==> src/hw/rtl/wmm_pkg.sv <==
// Shared constants for the windowed minimum / mean / maximum block.
`timescale 1ns / 1ps

package wmm_pkg;

    // Default sample and count widths
    localparam int SAMPLE_BITS_DEFAULT = 10;
    localparam int COUNT_BITS_DEFAULT  = 16;

    // Fixed field widths
    localparam int TIME_BITS   = 32;
    localparam int PERIOD_BITS = 16;
    localparam int INDEX_BITS  = 16;

    // Configuration port
    localparam int APB_DATA_BITS = 32;
    localparam int APB_ADDR_BITS = 3;
    localparam logic [APB_ADDR_BITS-3:0] REG_PERIOD = 1'b0;

    // Reset values
    localparam logic [PERIOD_BITS-1:0] PERIOD_RESET = 16'd100;
    localparam logic [INDEX_BITS-1:0]  INDEX_RESET  = 16'd1;

    // Depth of the queue between front and back end
    localparam int QUEUE_DEPTH = 4;

endpackage

==> src/hw/rtl/wmm_front.sv <==
// Front end: folds samples into the window statistics and queues closed windows.
`timescale 1ns / 1ps

module wmm_front #(
    parameter int SAMPLE_BITS = wmm_pkg::SAMPLE_BITS_DEFAULT,
    parameter int COUNT_BITS  = wmm_pkg::COUNT_BITS_DEFAULT,
    parameter int REC_W       = wmm_pkg::INDEX_BITS + 2 * COUNT_BITS + 3 * SAMPLE_BITS
) (
    input  logic                             clk,
    input  logic                             rst_n,
    input  logic [wmm_pkg::PERIOD_BITS-1:0]  period,
    input  logic                             in_valid,
    output logic                             in_ready,
    input  logic [SAMPLE_BITS-1:0]           in_sample,
    input  logic [wmm_pkg::TIME_BITS-1:0]    in_time,
    input  logic                             q_ready,
    output logic                             push,
    output logic [REC_W-1:0]                 push_data
);

    localparam int SUM_BITS = SAMPLE_BITS + COUNT_BITS;

    typedef struct packed {
        logic [wmm_pkg::INDEX_BITS-1:0] wnum;
        logic [COUNT_BITS-1:0]          count;
        logic [SAMPLE_BITS-1:0]         vmin;
        logic [SUM_BITS-1:0]            sum;
        logic [SAMPLE_BITS-1:0]         vmax;
    } rec_t;

    logic [wmm_pkg::TIME_BITS-1:0]  origin_reg, origin_next;
    logic                           origin_set_reg, origin_set_next;
    logic [wmm_pkg::INDEX_BITS-1:0] wnum_reg, wnum_next;
    logic [COUNT_BITS-1:0]          count_reg, count_next;
    logic [SAMPLE_BITS-1:0]         min_reg, min_next;
    logic [SAMPLE_BITS-1:0]         max_reg, max_next;
    logic [SUM_BITS-1:0]            sum_reg, sum_next;

    logic                           accept;
    logic                           count_full;
    logic [COUNT_BITS-1:0]          count_fold;
    logic [SAMPLE_BITS-1:0]         min_fold;
    logic [SAMPLE_BITS-1:0]         max_fold;
    logic [SUM_BITS-1:0]            sum_fold;
    logic [wmm_pkg::TIME_BITS-1:0]  limit;
    logic                           close;
    rec_t                           rec;

    assign in_ready = q_ready;
    assign accept   = in_valid & q_ready;

    // Fold the sample; count and sum stop once the count saturates
    assign count_full = (count_reg == {COUNT_BITS{1'b1}});
    assign count_fold = count_full ? count_reg : count_reg + COUNT_BITS'(1);
    assign sum_fold   = count_full ? sum_reg : sum_reg + SUM_BITS'(in_sample);
    assign min_fold   = (in_sample < min_reg) ? in_sample : min_reg;
    assign max_fold   = (in_sample > max_reg) ? in_sample : max_reg;

    // Before the origin is placed the limit equals the item's own time
    assign limit = origin_set_reg ? origin_reg + wmm_pkg::TIME_BITS'(period) : in_time;
    assign close = (in_time > limit);

    always_comb
    begin
        rec.wnum  = wnum_reg;
        rec.count = count_fold;
        rec.vmin  = min_fold;
        rec.sum   = sum_fold;
        rec.vmax  = max_fold;
    end

    assign push      = accept & close;
    assign push_data = rec;

    // Advance window state on each transfer
    always_comb
    begin
        origin_next     = origin_reg;
        origin_set_next = origin_set_reg;
        wnum_next       = wnum_reg;
        count_next      = count_reg;
        min_next        = min_reg;
        max_next        = max_reg;
        sum_next        = sum_reg;
        if (accept)
        begin
            origin_set_next = 1'b1;
            if (!origin_set_reg)
            begin
                origin_next = in_time - wmm_pkg::TIME_BITS'(period);
            end
            if (close)
            begin
                origin_next = limit;
                wnum_next   = wnum_reg + wmm_pkg::INDEX_BITS'(1);
                count_next  = '0;
                min_next    = {SAMPLE_BITS{1'b1}};
                max_next    = '0;
                sum_next    = '0;
            end
            else
            begin
                count_next = count_fold;
                min_next   = min_fold;
                max_next   = max_fold;
                sum_next   = sum_fold;
            end
        end
    end

    always_ff @(posedge clk or negedge rst_n)
    begin
        if (!rst_n)
        begin
            origin_reg     <= '0;
            origin_set_reg <= 1'b0;
            wnum_reg       <= wmm_pkg::INDEX_RESET;
            count_reg      <= '0;
            min_reg        <= {SAMPLE_BITS{1'b1}};
            max_reg        <= '0;
            sum_reg        <= '0;
        end
        else
        begin
            origin_reg     <= origin_next;
            origin_set_reg <= origin_set_next;
            wnum_reg       <= wnum_next;
            count_reg      <= count_next;
            min_reg        <= min_next;
            max_reg        <= max_next;
            sum_reg        <= sum_next;
        end
    end

    // A closing transfer leaves an empty window behind
    assert property (@(posedge clk) disable iff (!rst_n)
        push |=> (count_reg == '0) && (sum_reg == '0))
        else $error("window not cleared after close");

    // The first transfer after reset never closes a window
    assert property (@(posedge clk) disable iff (!rst_n)
        (accept && !origin_set_reg) |-> !close)
        else $error("window closed before origin placed");

endmodule

==> src/hw/rtl/wmm_queue.sv <==
// Short queue of closed-window records between front and back end.
`timescale 1ns / 1ps

module wmm_queue #(
    parameter int WIDTH = 8
) (
    input  logic             clk,
    input  logic             rst_n,
    input  logic             push,
    input  logic [WIDTH-1:0] push_data,
    output logic             push_ready,
    input  logic             pop,
    output logic             pop_valid,
    output logic [WIDTH-1:0] pop_data
);

    localparam int DEPTH    = wmm_pkg::QUEUE_DEPTH;
    localparam int PTR_BITS = $clog2(DEPTH);
    localparam int CNT_BITS = $clog2(DEPTH + 1);

    logic [WIDTH-1:0]    entry_reg [DEPTH];
    logic [PTR_BITS-1:0] wr_ptr_reg, wr_ptr_next;
    logic [PTR_BITS-1:0] rd_ptr_reg, rd_ptr_next;
    logic [CNT_BITS-1:0] fill_reg, fill_next;
    logic                do_push;
    logic                do_pop;

    assign push_ready = (fill_reg != CNT_BITS'(DEPTH));
    assign pop_valid  = (fill_reg != '0);
    assign pop_data   = entry_reg[rd_ptr_reg];
    assign do_push    = push & push_ready;
    assign do_pop     = pop & pop_valid;

    // Advance pointers with wrap at the queue depth
    always_comb
    begin
        wr_ptr_next = wr_ptr_reg;
        rd_ptr_next = rd_ptr_reg;
        fill_next   = fill_reg;
        if (do_push)
        begin
            wr_ptr_next = (wr_ptr_reg == PTR_BITS'(DEPTH - 1)) ? '0
                                                               : wr_ptr_reg + PTR_BITS'(1);
        end
        if (do_pop)
        begin
            rd_ptr_next = (rd_ptr_reg == PTR_BITS'(DEPTH - 1)) ? '0
                                                               : rd_ptr_reg + PTR_BITS'(1);
        end
        if (do_push && !do_pop)
        begin
            fill_next = fill_reg + CNT_BITS'(1);
        end
        else if (do_pop && !do_push)
        begin
            fill_next = fill_reg - CNT_BITS'(1);
        end
    end

    always_ff @(posedge clk or negedge rst_n)
    begin
        if (!rst_n)
        begin
            wr_ptr_reg <= '0;
            rd_ptr_reg <= '0;
            fill_reg   <= '0;
        end
        else
        begin
            wr_ptr_reg <= wr_ptr_next;
            rd_ptr_reg <= rd_ptr_next;
            fill_reg   <= fill_next;
        end
    end

    // Store the record; entries carry no reset
    always_ff @(posedge clk)
    begin
        if (do_push)
        begin
            entry_reg[wr_ptr_reg] <= push_data;
        end
    end

    // A record offered while full would be lost
    assert property (@(posedge clk) disable iff (!rst_n)
        push |-> push_ready)
        else $error("push into full queue");

endmodule

==> src/hw/rtl/wmm_back.sv <==
// Back end: serial mean division and the registered result stage.
`timescale 1ns / 1ps

module wmm_back #(
    parameter int SAMPLE_BITS = wmm_pkg::SAMPLE_BITS_DEFAULT,
    parameter int COUNT_BITS  = wmm_pkg::COUNT_BITS_DEFAULT,
    parameter int REC_W       = wmm_pkg::INDEX_BITS + 2 * COUNT_BITS + 3 * SAMPLE_BITS,
    parameter int RES_W       = wmm_pkg::INDEX_BITS + COUNT_BITS + 3 * SAMPLE_BITS
) (
    input  logic             clk,
    input  logic             rst_n,
    input  logic             q_valid,
    input  logic [REC_W-1:0] q_data,
    output logic             pop,
    output logic             out_valid,
    input  logic             out_ready,
    output logic [RES_W-1:0] out_data
);

    localparam int SUM_BITS  = SAMPLE_BITS + COUNT_BITS;
    localparam int STEP_BITS = $clog2(SAMPLE_BITS);

    typedef struct packed {
        logic [wmm_pkg::INDEX_BITS-1:0] wnum;
        logic [COUNT_BITS-1:0]          count;
        logic [SAMPLE_BITS-1:0]         vmin;
        logic [SUM_BITS-1:0]            sum;
        logic [SAMPLE_BITS-1:0]         vmax;
    } rec_t;

    typedef enum logic [2:0] {
        ST_IDLE = 3'b001,
        ST_DIV  = 3'b010,
        ST_DONE = 3'b100
    } state_t;

    state_t                         state_reg, state_next;
    logic [STEP_BITS-1:0]           step_reg, step_next;
    logic [wmm_pkg::INDEX_BITS-1:0] wnum_reg, wnum_next;
    logic [COUNT_BITS-1:0]          div_reg, div_next;
    logic [SAMPLE_BITS-1:0]         vmin_reg, vmin_next;
    logic [SAMPLE_BITS-1:0]         vmax_reg, vmax_next;
    logic [COUNT_BITS-1:0]          rem_reg, rem_next;
    logic [SAMPLE_BITS-1:0]         low_reg, low_next;
    logic [SAMPLE_BITS-1:0]         quo_reg, quo_next;
    logic                           out_valid_reg, out_valid_next;
    logic [RES_W-1:0]               out_data_reg, out_data_next;

    rec_t                           rec;
    logic [COUNT_BITS:0]            trial;
    logic                           fits;
    logic                           load_out;
    logic [SAMPLE_BITS-1:0]         mean;
    logic [SAMPLE_BITS-1:0]         res_min;
    logic [SAMPLE_BITS-1:0]         res_mean;
    logic [SAMPLE_BITS-1:0]         res_max;

    assign rec = q_data;

    // One restoring step: shift in the next dividend bit and try to subtract
    assign trial = {rem_reg, low_reg[SAMPLE_BITS-1]};
    assign fits  = (trial >= {1'b0, div_reg});

    // An empty window would give a mean of zero
    assign mean     = (div_reg == '0) ? '0 : quo_reg;
    assign load_out = (state_reg == ST_DONE) && (!out_valid_reg || out_ready);
    assign pop      = (state_reg == ST_IDLE) && q_valid;

    always_comb
    begin
        state_next     = state_reg;
        step_next      = step_reg;
        wnum_next      = wnum_reg;
        div_next       = div_reg;
        vmin_next      = vmin_reg;
        vmax_next      = vmax_reg;
        rem_next       = rem_reg;
        low_next       = low_reg;
        quo_next       = quo_reg;
        out_valid_next = out_valid_reg;
        out_data_next  = out_data_reg;

        // Drop the result once it is taken
        if (out_valid_reg && out_ready)
        begin
            out_valid_next = 1'b0;
        end

        case (state_reg)
            ST_IDLE:
            begin
                if (q_valid)
                begin
                    wnum_next  = rec.wnum;
                    div_next   = rec.count;
                    vmin_next  = rec.vmin;
                    vmax_next  = rec.vmax;
                    rem_next   = rec.sum[SUM_BITS-1:SAMPLE_BITS];
                    low_next   = rec.sum[SAMPLE_BITS-1:0];
                    quo_next   = '0;
                    step_next  = STEP_BITS'(SAMPLE_BITS - 1);
                    state_next = ST_DIV;
                end
            end
            ST_DIV:
            begin
                rem_next = fits ? COUNT_BITS'(trial - {1'b0, div_reg})
                                : trial[COUNT_BITS-1:0];
                low_next = {low_reg[SAMPLE_BITS-2:0], 1'b0};
                quo_next = {quo_reg[SAMPLE_BITS-2:0], fits};
                if (step_reg == '0)
                begin
                    state_next = ST_DONE;
                end
                else
                begin
                    step_next = step_reg - STEP_BITS'(1);
                end
            end
            ST_DONE:
            begin
                if (load_out)
                begin
                    out_valid_next = 1'b1;
                    out_data_next  = {vmax_reg, mean, vmin_reg, div_reg, wnum_reg};
                    state_next     = ST_IDLE;
                end
            end
            default:
            begin
                state_next = ST_IDLE;
            end
        endcase
    end

    always_ff @(posedge clk or negedge rst_n)
    begin
        if (!rst_n)
        begin
            state_reg     <= ST_IDLE;
            out_valid_reg <= 1'b0;
        end
        else
        begin
            state_reg     <= state_next;
            out_valid_reg <= out_valid_next;
        end
    end

    // Datapath registers carry no reset
    always_ff @(posedge clk)
    begin
        step_reg     <= step_next;
        wnum_reg     <= wnum_next;
        div_reg      <= div_next;
        vmin_reg     <= vmin_next;
        vmax_reg     <= vmax_next;
        rem_reg      <= rem_next;
        low_reg      <= low_next;
        quo_reg      <= quo_next;
        out_data_reg <= out_data_next;
    end

    assign out_valid = out_valid_reg;
    assign out_data  = out_data_reg;

    // Field views of the held result
    assign res_min  = out_data_reg[wmm_pkg::INDEX_BITS + COUNT_BITS +: SAMPLE_BITS];
    assign res_mean = out_data_reg[wmm_pkg::INDEX_BITS + COUNT_BITS + SAMPLE_BITS +: SAMPLE_BITS];
    assign res_max  = out_data_reg[wmm_pkg::INDEX_BITS + COUNT_BITS + 2 * SAMPLE_BITS +: SAMPLE_BITS];

    // The partial remainder always stays below the divisor
    assert property (@(posedge clk) disable iff (!rst_n)
        (state_reg == ST_DIV && div_reg != '0) |-> (rem_reg < div_reg))
        else $error("partial remainder out of range");

    // A delivered mean lies between the window's extremes
    assert property (@(posedge clk) disable iff (!rst_n)
        out_valid_reg |-> (res_min <= res_mean) && (res_mean <= res_max))
        else $error("mean outside window range");

endmodule

==> src/hw/rtl/windowed_min_mean_max.sv <==
// Top level of the windowed minimum / mean / maximum statistics block.
//
// Input stream (s_*): one converter sample with a millisecond time per transfer.
// Each transfer is folded into the current window's minimum, maximum, sum and
// count; when its time passes origin plus period the window closes, the origin
// moves on by one period and one summary is queued for the back end.
// Output stream (m_*): one summary per closed window: window number, count,
// minimum, truncated mean and maximum.
// Throughput: the front end takes one transfer per cycle while the queue has
// room. Each summary passes through the back end's load step, the bit-serial
// restoring divider and the result register, and the back end takes the next
// summary from the queue only after it has loaded the result register.
// A stalled receiver holds the result register; the back end then waits, the
// queue of QUEUE_DEPTH summaries fills, and only then is s_tready dropped.
// Reset clears the window, places the window number at one and the period at
// 100 ms; the first transfer afterwards sets the origin to its time minus the
// period. The period register sits at byte address 0 of the APB port.
`timescale 1ns / 1ps

module windowed_min_mean_max #(
    parameter int SAMPLE_BITS = wmm_pkg::SAMPLE_BITS_DEFAULT,
    parameter int COUNT_BITS  = wmm_pkg::COUNT_BITS_DEFAULT,
    parameter int IN_W        = ((SAMPLE_BITS + wmm_pkg::TIME_BITS + 7) / 8) * 8,
    parameter int OUT_W       = ((wmm_pkg::INDEX_BITS + COUNT_BITS + 3 * SAMPLE_BITS + 7) / 8) * 8
) (
    input  logic                              clk,
    input  logic                              rst_n,
    // APB configuration port
    input  logic                              psel,
    input  logic                              penable,
    input  logic                              pwrite,
    input  logic [wmm_pkg::APB_ADDR_BITS-1:0] paddr,
    input  logic [wmm_pkg::APB_DATA_BITS-1:0] pwdata,
    output logic [wmm_pkg::APB_DATA_BITS-1:0] prdata,
    output logic                              pready,
    // Sample stream
    input  logic                              s_tvalid,
    output logic                              s_tready,
    input  logic [IN_W-1:0]                   s_tdata,  // sample_value, time_ms
    // Summary stream
    output logic                              m_tvalid,
    input  logic                              m_tready,
    output logic [OUT_W-1:0]                  m_tdata   // window_index, read_count,
                                                        // min_value, mean_value, max_value
);

    localparam int REC_W = wmm_pkg::INDEX_BITS + 2 * COUNT_BITS + 3 * SAMPLE_BITS;
    localparam int RES_W = wmm_pkg::INDEX_BITS + COUNT_BITS + 3 * SAMPLE_BITS;

    logic [wmm_pkg::PERIOD_BITS-1:0] period_reg, period_next;
    logic                            cfg_write;
    logic                            sel_period;
    logic                            q_ready;
    logic                            push;
    logic [REC_W-1:0]                push_data;
    logic                            pop;
    logic                            q_valid;
    logic [REC_W-1:0]                q_data;
    logic [RES_W-1:0]                res_data;

    // Register decode: index is the byte address over four
    assign pready     = 1'b1;
    assign sel_period = (paddr[wmm_pkg::APB_ADDR_BITS-1:2] == wmm_pkg::REG_PERIOD);
    assign cfg_write  = psel & penable & pwrite & pready;

    always_comb
    begin
        period_next = period_reg;
        if (cfg_write && sel_period)
        begin
            period_next = pwdata[wmm_pkg::PERIOD_BITS-1:0];
        end
    end

    always_ff @(posedge clk or negedge rst_n)
    begin
        if (!rst_n)
        begin
            period_reg <= wmm_pkg::PERIOD_RESET;
        end
        else
        begin
            period_reg <= period_next;
        end
    end

    assign prdata = sel_period ? wmm_pkg::APB_DATA_BITS'(period_reg) : '0;

    wmm_front #(
        .SAMPLE_BITS (SAMPLE_BITS),
        .COUNT_BITS  (COUNT_BITS),
        .REC_W       (REC_W)
    ) u_front (
        .clk       (clk),
        .rst_n     (rst_n),
        .period    (period_reg),
        .in_valid  (s_tvalid),
        .in_ready  (s_tready),
        .in_sample (s_tdata[SAMPLE_BITS-1:0]),
        .in_time   (s_tdata[SAMPLE_BITS +: wmm_pkg::TIME_BITS]),
        .q_ready   (q_ready),
        .push      (push),
        .push_data (push_data)
    );

    wmm_queue #(
        .WIDTH (REC_W)
    ) u_queue (
        .clk        (clk),
        .rst_n      (rst_n),
        .push       (push),
        .push_data  (push_data),
        .push_ready (q_ready),
        .pop        (pop),
        .pop_valid  (q_valid),
        .pop_data   (q_data)
    );

    wmm_back #(
        .SAMPLE_BITS (SAMPLE_BITS),
        .COUNT_BITS  (COUNT_BITS),
        .REC_W       (REC_W),
        .RES_W       (RES_W)
    ) u_back (
        .clk       (clk),
        .rst_n     (rst_n),
        .q_valid   (q_valid),
        .q_data    (q_data),
        .pop       (pop),
        .out_valid (m_tvalid),
        .out_ready (m_tready),
        .out_data  (res_data)
    );

    // Pad the summary up to whole bytes
    assign m_tdata = OUT_W'(res_data);

endmodule
==> config.mk <==
export PLATFORM = sky130hd
export DESIGN_NAME = windowed_min_mean_max
export DESIGN_NICKNAME = d
export VERILOG_FILES = /design/src/hw/rtl/wmm_pkg.sv /design/src/hw/rtl/wmm_front.sv /design/src/hw/rtl/wmm_queue.sv /design/src/hw/rtl/wmm_back.sv /design/src/hw/rtl/windowed_min_mean_max.sv
export SDC_FILE = /design/constraint.sdc
export NUM_CORES = 1
export LEC_CHECK = 0
export ABC_AREA = 0
export BUFFER_PORTS_ARGS = -buffer_cell sky130_fd_sc_hd__buf_4
export CAP_MARGIN = 10
export CORE_MARGIN = 2
export CORE_UTILIZATION = 65
export DETAILED_ROUTE_END_ITERATION = 12
export GPL_TIMING_DRIVEN = 0
export PLACE_DENSITY = 0.86
export SKIP_CTS_REPAIR_TIMING = 1
export SLEW_MARGIN = 20
export SYNTH_ARGS = -nofsm -noshare
export SYNTH_HDL_FRONTEND = slang
export SYNTH_SLANG_ARGS = --single-unit
==> constraint.sdc <==
create_clock -name clk -period 14.1 [get_ports clk]
set_clock_uncertainty 0.05 [all_clocks]
set_input_delay 1.41 -clock clk [delete_from_list [all_inputs] [get_ports clk]]
set_output_delay 1.41 -clock clk [all_outputs]
set_load 0.01 [all_outputs]
==> impl_metrics.py <==
metrics = {
    "power_and_ir_drop": {
        "p_per_area_nw_per_um2": 212.1,
        "p_comb_frac": 0.382,
        "sw_frac_of_total": 0.3610,
        "p_sw_w": 0.002502,
        "power_frac_clock": 0.225,
        "p_leak_nw": 12.61,
        "p_int_w": 0.004428,
        "ir_drop_v": 0.0001469,
        "pwr-share-seq": 0.393,
    },
    "cells_and_area": {
        "largest_reg_flops": 312,
        "nNetsFinal": 2513,
        "final_cells": 2934,
        "n_fill_cell": 2477,
        "drive_gt1_frac": 0.1984,
        "areaGrowthSynthToFinish_pct": 14.32,
        "n_antenna_cell": 0,
    },
    "synth": {
        "yosysWarnings": 0,
        "synth_area_um2": 28580,
        "ys_ff_latch": 604,
        "synth_cell_type_count": 87,
        "synth-edff-count": 466,
        "async_flop_share": 0.2285,
        "synthFlopType": "edfxtp_1",
        "syn_area_per_cell_um2": 13.82,
        "syn_inst": 2068,
        "seq_area_frac_synth": 0.6111,
    },
    "cts": {
        "h-tree-depth": 2,
        "cts_inserted_buffers": 57,
        "cts_buffer_depth": 3,
        "cts_tree": "done",
        "clkTransAtPathRegs_ns": 0.07,
        "clk-insertion-delay-late_ns": 0.63,
        "cts_root_buffer": "clkbuf_16",
        "cts_num_sinks": 604,
    },
    "placement": {
        "hpwl_mm": 47.09,
        "pre_cts_slack_ns": 7.014,
        "routabilityCongestion": 0.9552,
        "placedCellCount": 2826,
        "io_buffers": 144,
    },
    "worst_setup_path": {
        "start_kind": "register",
        "crit_slowest_cell": "and3_4",
        "cpPeakStageDelay_ns": 0.68,
        "cp.required_ns": 14.33,
        "path_cells": "ha_1 -> inv_1 -> fa_1 -> nand2b_1 -> a21oi_1 -> o22a_1 -> a2111oi_4 -> nor3_2 -> and4b_1 -> o21ai_0 -> a21boi_0 -> ha_1 -> nand4_1 -> nor4_1 -> a21boi_1 -> a22o_1 -> buf_6 -> clkbuf_1 -> and3_4 -> buf_16",
        "critPathBufInv": 4,
        "reg2reg_depth": 20,
        "cp_max_fo": 47,
        "cp-end-kind": "register",
        "critical-path-top-delay-family": "simple AND/OR/NAND/NOR gates",
        "timing.rr.end": "u_queue.entry_reg[3][38]",
        "r2r_start": "period_reg[0]",
        "crit_path_frequent_cell": "ha_1",
        "reg2reg_setup_slack_ns": 6.98,
        "worst-setup-path-type": "register to register",
        "worstPathArrival_ns": 7.35,
    },
    "route": {
        "drtAntennaViolNets": 0,
        "wl_per_cell_um": 24.68,
        "drc_errors": 0,
        "dr.pass1.iters": 7,
        "drt-initial-drc-count": 2521,
        "via_count": 19340,
        "viasPerCell": 6.591,
        "routed_wl_mm": 72.41,
    },
    "die": {
        "die_height_um": 213.7,
        "fp.coreArea_um2": 43270,
        "die-area_um2": 45660,
        "rows": 76,
        "ios": 189,
        "fp.dieW_um": 213.7,
        "initial_core_util": 0.6606,
    },
    "timing": {
        "setup_slack_ns": 6.984,
        "tns_ns": 0,
        "slew-limit-headroom": 0.3531,
        "fmax_mhz": 140.5,
        "hold_viol": 0,
        "min_period_over_period": 0.5047,
        "slew_viol_final": 0,
        "finalSetupViolCount": 0,
        "fin_crit_ns": 7.116,
        "worst_pin_slew_ns": 0.9602,
        "rsz0062_at_grt": "no",
    },
    "global_route": {
        "grt_use_total": 0.3252,
        "grt_start_max_net_pins": 75,
        "grt_pass1_wl_mm": 111.1,
        "grt_pass1_vias": 19260,
        "overflow": 0,
        "grt_antenna_before_repair": 0,
    },
    "min_path": {
        "min_to": "u_back.out_data[1]",
        "hp-class": "register to register",
        "worstHoldStart": "u_back.wnum_reg[1]",
        "hold_depth": 0,
    },
    "flow_run": {
        "cap_viol_max_count": 0,
    },
    "run_status": {
        "status": "complete, no violations",
    },
}
## power groups by stage
stage / sequential (W) / clock [W] / combinational, W
after floorplan: 0.00266 / 0 / 0.00184
after global placement: 0.00273 / 0 / 0.00236
after detailed placement: 0.00273 / 0 / 0.00253
after CTS: 0.00272 / 0.00156 / 0.00261
after global routing: 0.00275 / 0.00162 / 0.00286
final: 0.00272 / 0.00156 / 0.00265
## cell usage after synthesis (5+ instances only)
master	instances	area share
edfxtp_1	466	0.49
nand2_1	173	0.023
dfrtp_1	123	0.11
ha_1	118	0.052
o21ai_0	94	0.016
nor2_1	89	0.012
inv_1	83	0.011
xnor2_1	82	0.025
a21oi_1	81	0.014
mux4_2	78	0.061
clkbuf_1	51	0.0067
mux2_2	48	0.019
nand3_1	43	0.0075
and2_1	39	0.0085
mux2i_1	35	0.012
xor2_1	35	0.011
nor3_1	27	0.0047
o31ai_1	24	0.0063
a21o_1	23	0.0060
a22o_1	23	0.0070
buf_4	22	0.0058
nand4_1	21	0.0046
a211oi_1	19	0.0050
o21a_1	16	0.0042
and3_1	15	0.0033
dfstp_2	15	0.014
nor2b_1	15	0.0033
nand2b_1	14	0.0031
buf_1	13	0.0017
nor4_1	13	0.0028
a31oi_1	11	0.0024
o22a_1	11	0.0034
or3_1	11	0.0024
o211ai_1	10	0.0026
and4_1	8	0.0025
buf_2	7	0.0012
a31o_2	6	0.0018
o221ai_1	6	0.0018
fa_1	5	0.0035
nor3_2	5	0.0018
o221a_2	5	0.0020
## cell type report
type	instances	area (µm²)	share of cell area
flip-flops and latches	604	17470	0.5346
multi-input cells	1302	10450	0.3197
clock buffers	64	1505	0.04607
repair buffers	156	1374	0.04205
well taps	585	732.0	0.02240
plain buffers	95	460.4	0.01409
clock inverters	44	375.4	0.01149
inverters	84	315.3	0.009650
## per-stage QoR
| step | cell area, µm² | total power, W | util | hold WS, ns |
|---|---|---|---|---|
| after CTS | 32670 | 0.006883 | 0.7551 | 0.3659 |
| after global routing | 32670 | 0.007231 | 0.7551 | 0.3709 |
| final | 32670 | 0.006929 | 0.7551 | 0.3622 |
| after global placement | 30460 | 0.005095 | 0.7040 | 0.3503 |
| after detailed placement | 30790 | 0.005259 | 0.7116 | 0.3545 |
| after floorplan | 28650 | 0.004500 | - | 0.3503 |
## worst reg2reg max path, delay by kind of cell (launching register included)
family / cells / cell delay [ns]
AND/OR/NAND/NOR: 6 / 2.44
AO/OA/AOI/OAI: 7 / 1.81
adder cells (fa/ha/maj): 3 / 0.98
flip-flops: 1 / 0.41
buffers and inverters: 4 / 1.06
## metal layers
| metal | global-route usage | up-vias | share of wire |
|---|---|---|---|
| met2 | 0.5483 | 1311 | 0.50 |
| met5 | 0 | - | 0 |
| met3 | 0.05595 | 212 | 0.096 |
| met4 | 0.1216 | 0 | 0.036 |
| li1 | - | 8292 | - |
| met1 | 0.4293 | 9522 | 0.37 |
## layout by cell type (no fill, tap or decap), types with 27 or more instances in the layout
master / Yosys / routed
a21oi_1: 81 / 81
and2_1: 39 / 39
buf_4: 22 / 165
clkbuf_1: 51 / 55
clkbuf_16: 0 / 59
dfrtp_1: 123 / 123
edfxtp_1: 466 / 466
ha_1: 118 / 118
inv_1: 83 / 83
mux2_2: 48 / 48
mux2i_1: 35 / 35
mux4_2: 78 / 78
nand2_1: 173 / 172
nand3_1: 43 / 43
nor2_1: 89 / 87
nor3_1: 27 / 27
o21ai_0: 94 / 94
xnor2_1: 82 / 82
xor2_1: 35 / 35
## kinds of logic after synthesis
logic type	synth area share
flops	0.6111
simple gates	0.08650
compound gates	0.09150
buf+inv	0.02701
mux	0.09263
fa+ha+maj	0.05516
xor+xnor	0.03585
other cells	0.0002628
## worst max-delay path by stage
stage | from | endpoint | slack (ns) | cells past startpoint
3_5_place_dp | period_reg[0] | u_queue.entry_reg[3][41] | 7.01 | 20
6_report | period_reg[0] | u_queue.entry_reg[3][38] | 6.98 | 20
4_1_cts | period_reg[0] | u_queue.entry_reg[3][38] | 7.01 | 20
3_3_place_gp | period_reg[0] | u_queue.entry_reg[1][36] | 4.65 | 19
5_1_grt | period_reg[1] | u_queue.entry_reg[3][36] | 6.77 | 19
2_1_floorplan | period_reg[5] | u_queue.entry_reg[0][0] | 7.49 | 17
(Power assumes the default switching activity.)
